## src/sv/per_client_dual_token_bucket_policer_core_assert.svh

```systemverilog
// Assertion macros shared by the policer RTL
`ifndef PER_CLIENT_DUAL_TOKEN_BUCKET_POLICER_CORE_ASSERT_SVH
`define PER_CLIENT_DUAL_TOKEN_BUCKET_POLICER_CORE_ASSERT_SVH

// same-cycle implication
`define PCDTB_IMP(lbl, ante, cons) \
  lbl: assert property (@(posedge clk) disable iff (!rst_n) (ante) |-> (cons)) \
    else $error("policer assertion failed");

// next-cycle implication
`define PCDTB_NXT(lbl, ante, cons) \
  lbl: assert property (@(posedge clk) disable iff (!rst_n) (ante) |=> (cons)) \
    else $error("policer assertion failed");

`endif

```

## src/sv/pcdtb_ram.sv

```systemverilog
// Generic single-port-write, registered-read RAM
`default_nettype none
module pcdtb_ram #(
  parameter int WIDTH = 8,
  parameter int DEPTH = 64
) (
  input  wire logic                                   clk,
  input  wire logic                                   we,
  input  wire logic [(DEPTH > 1 ? $clog2(DEPTH) : 1)-1:0] waddr,
  input  wire logic [WIDTH-1:0]                       wdata,
  input  wire logic [(DEPTH > 1 ? $clog2(DEPTH) : 1)-1:0] raddr,
  output logic      [WIDTH-1:0]                       rdata
);

  logic [WIDTH-1:0] mem [DEPTH];

  always_ff @(posedge clk) begin
    if (we) begin
      mem[waddr] <= wdata;
    end
    rdata <= mem[raddr];
  end

endmodule
`default_nettype wire

```

## config.mk

```make
export PLATFORM = sky130hd
export DESIGN_NAME = pcdtb_ram
export DESIGN_NICKNAME = d
export VERILOG_FILES = /design/src/sv/per_client_dual_token_bucket_policer_core_assert.svh /design/src/sv/pcdtb_ram.sv
export SDC_FILE = /design/constraint.sdc
export NUM_CORES = 1
export LEC_CHECK = 0
export BUFFER_PORTS_ARGS = -buffer_cell sky130_fd_sc_hd__clkbuf_2
export CORE_MARGIN = 4
export CORE_UTILIZATION = 60
export CTS_BUF_LIST = sky130_fd_sc_hd__clkbuf_4 sky130_fd_sc_hd__clkbuf_8 sky130_fd_sc_hd__clkbuf_16
export DETAILED_ROUTE_END_ITERATION = 12
export HOLD_SLACK_MARGIN = 0.12
export PLACE_DENSITY_LB_ADDON = 0.2
export SLEW_MARGIN = 20
export SYNTH_ARGS = -nofsm -noshare
export SYNTH_HDL_FRONTEND = slang
export SYNTH_SLANG_ARGS = --single-unit
export TNS_END_PERCENT = 30
```

## constraint.sdc

```tcl
create_clock -name clk -period 4.4 [get_ports clk]
set_input_delay 0.22 -clock clk [delete_from_list [all_inputs] [get_ports clk]]
set_output_delay 0.22 -clock clk [all_outputs]
set_load 0.03 [all_outputs]
```

[After elaboration in Yosys (flattened, before gate mapping)]
Memories as Yosys holds them, arrays and structs flattened. A register that Yosys moved wholly into a read port is not among the register bits.
Cells that the tools add are included.
Widths: inputs -> output; s select.
Operators by class
  multiplexer cells: 2
Operators with widths (count)
  $mux 1: 2
Word-level totals
  memories: 1
  logic and storage cells: 3
  RAM bits: 512
  output and inout port bits: 8
  register bits: 0
  input bits: 22
Memories
  mem: depth 64, bits a word 8, rd ports 1, clocked after memory_dff 1, wr ports 1, RTL line pcdtb_ram.sv:15  | logic [WIDTH-1:0] mem [DEPTH];

[Logic depth before layout (Yosys ltp)]
  word-level depth: 2
  gate-level depth with buffers: 9
  mapped depth without buffers: 5

[Worst setup path before layout]
No wires, ideal clock.
  kind: input to register
  from: input port raddr[1] (netlist bit)
  to: register rdata[3] (read register of mem)
  cell stages on the path: 7
  setup slack: 2.512 ns
  arrival time: 1.760 ns
  buffers on the path: 3
  library setup time: 0.128 ns
  data required time: 4.272 ns
  cell sequence: buf_4 > buf_2 > buf_2 > mux4_2 > mux4_2 > o21ai_1 > o41ai_1
RTL lines
  from (decl): RTL line pcdtb_ram.sv:11  | input wire logic [(DEPTH > 1 ? $clog2(DEPTH) : 1)-1:0] raddr,
  to (decl): RTL line pcdtb_ram.sv:12  | output logic [WIDTH-1:0] rdata

==> flow_summary.ini <==
[timing]
hold_viol = 0
worst_pin_slew_ps = 1123
period_share_pct = 53.51
report.final.slew_viol_count = 0
skew_ps = 15.13
setup_violations = 0
tns_ps = 0
period_needed_ps = 2354
rsz0062_at_grt = false
slew_headroom_pct = 24.89
fmax_ghz = 0.4247

[route]
vias = 9581
ant_nets = 0
drt-vias-per-instance = 6.509
drt_iter0_drc = 1240
drc_errors = 0
wl_mm = 41.93
dr.pass1.iters = 5
wl_per_cell_um = 28.49

[flow_run]
cap_violations = 0

[setup_path]
setup.worst_path.end_class = flop
crit_type = in2reg
worst_path_most_repeated_cell = a221oi_1
worst_ep_required_time_ps = 4810
cp_top_family = buffers and inverters
worstPathArrival_ps = 2770
crit_slowest_cell = a221oi_1
cp_cell_sequence = clkbuf_8, buf_4, mux2i_1, a221oi_1, a221oi_1, o2bb2ai_1
cp-start-kind = input pin
crit_fanout = 68
crit_buf_inv = 2
cp_slowest_stage_delay_ps = 730

[synth]
ys_seq_area_share_pct = 77.03
synth_seq_cells = 520
synth_top_area_share_pct = 76.24
async_flop_share_pct = 0
netlist_area_sq_mm = 0.02017
ys.warnings.count = 0
synth.distinct_cells = 40
ys_top_cells_by_area = edfxtp_1 76%, mux4_2 14%, nor2_1 1.5%
synth_area_leader_cell = edfxtp_1
synthCells = 940
syn_nets = 962
avgSynthCellArea_sq_um = 21.45
synthFlopType = edfxtp_1
synth_edf_count = 512

[global_routing]
grt_pass1_vias = 9745
grt_pass1_wl_mm = 64.04
grt_remaining_overflow = 0
antenna_found_initial = 2
grt_start_max_net_pins = 69
grt_usage_pct = 23.84

[layout]
fin_nets = 1014
syn_to_final_growth_pct = 10.87
post-route-util_pct = 68.03
drive_gt1_share_pct = 26.31
n_antenna_cell = 0
layout_commonest_cell = edfxtp_1
post-route-cell-area_sq_mm = 0.02236
final_cell_mix = 512 x edfxtp_1, 126 x mux4_2, 83 x nor2_1, 51 x clkbuf_16, 26 x clkbuf_2

[floorplan]
rows = 66
initial_core_util_pct = 61.36
ios = 30
die_h_um = 191.3
die_w_um = 191.3
die-area_sq_mm = 0.03661
core-area_sq_mm = 0.03287

[status]
outcome = finished, final reports clean

[clocking]
cts_tree = built
cts_setup_buffers = 0
clock_latency_ps = 560
clkTransAtPathRegs_ps = 60
numCtsBuffers = 49
cts_buffer_depth = 3
h-tree-depth = 2
ctsResizeCount = 0
clock-sinks = 520
ctsHoldBuffers = 0
root_buffer = clkbuf_16

[placement]
post_dp_cell_area_sq_mm = 0.02073
place_congestion = 0.7950
hpwlAfterDp_mm = 24.96
portBuffers = 29

[min_path]
hp-class = in2reg

[pwr]
power.density_mw_per_mm2 = 457.4
ir_worst_vdd_mv = 0.2562
leakagePower_uw = 0.006998
==> worst reg2reg max path, delay by kind of cell, from the launching register on <==
kind	cells	cell delay, ps
simple gates	1	460
flops	1	370
mux	2	740
compound gates	2	460
==> stage by stage <==
stage	std cells	hold slack, ps	worst slack (ps)	total power [uW]
2_1_floorplan	940	318.9	2512	5907
3_3_place_gp	1383	683.8	1401	6099
3_5_place_dp	1383	684.3	1389	6109
4_1_cts	1472	167.0	1961	10270
5_1_grt	1472	202.4	1846	10550
6_report	1472	201.9	2046	10230
==> area by class of cell <==
type / count / area (sq um)
fill: 2085 / 10510
timing repair buffer: 52 / 331.6
tap: 442 / 553.0
clock inverter: 22 / 227.7
sequential: 520 / 15530
clock buffer: 67 / 1396
multi-input combinational: 369 / 4315
==> metal layers <==
| metal | up-vias | track usage [%] | share of wire [%] |
|---|---|---|---|
| met2 | 509 | 36.22 | 47 |
| met4 | 4 | 5.138 | 1.9 |
| met1 | 4966 | 36.83 | 41 |
| met5 | - | 0 | 0.043 |
| li1 | 4030 | - | - |
| met3 | 72 | 5.113 | 9.7 |
==> final timing paths <==
path | startpoint | to | slack [ps] | cells past startpoint
max reg2reg | mem[29][4]$_DFFE_PP_ | rdata[4]$_DFF_P_ | 2240 | 5
max | raddr[0] | rdata[0]$_DFF_P_ | 2050 | 6
min reg2reg | mem[22][0]$_DFFE_PP_ | rdata[0]$_DFF_P_ | 830 | 4
min | waddr[1] | mem[48][1]$_DFFE_PP_ | 200 | 2
==> state kept, by name (all words and copies together), names as in the netlist <==
signal	flops
rdata	8
mem	512
==> Yosys cell counts (3+ instances only) <==
master,n
nand3b_1,3
mux2_2,13
buf_6,4
nand3_1,13
a21oi_1,3
a22oi_1,3
nor2b_1,14
o22ai_1,8
nor3_1,7
o2bb2ai_1,3
edfxtp_1,512
mux4_2,126
nor2_1,83
a211oi_1,4
nand2_1,19
mux2i_1,23
o221ai_1,8
o2111ai_1,3
dfxtp_1,8
buf_4,13
clkbuf_1,17
a221oi_1,6
nand2b_1,7
buf_1,4
buf_2,11
==> cells by family (layout without fill, tap and decap cells) <==
kind of cell	after synthesis	count (layout)	synth area share, %
AOI/OAI and AO/OA	54	54	2.072
muxes	162	162	15.94
and+or+nand+nor	153	153	3.387
DFF	520	520	77.03
buffers and inverters	51	141	1.570
==> power by group <==
group	switching, uW	internal (uW)	total, uW
clock	1720	2510	4230
combinational	316	185	501
sequential	15.8	5480	5500
total	2050	8180	10200
No activity file was read; power rests on OpenSTA's default activity.
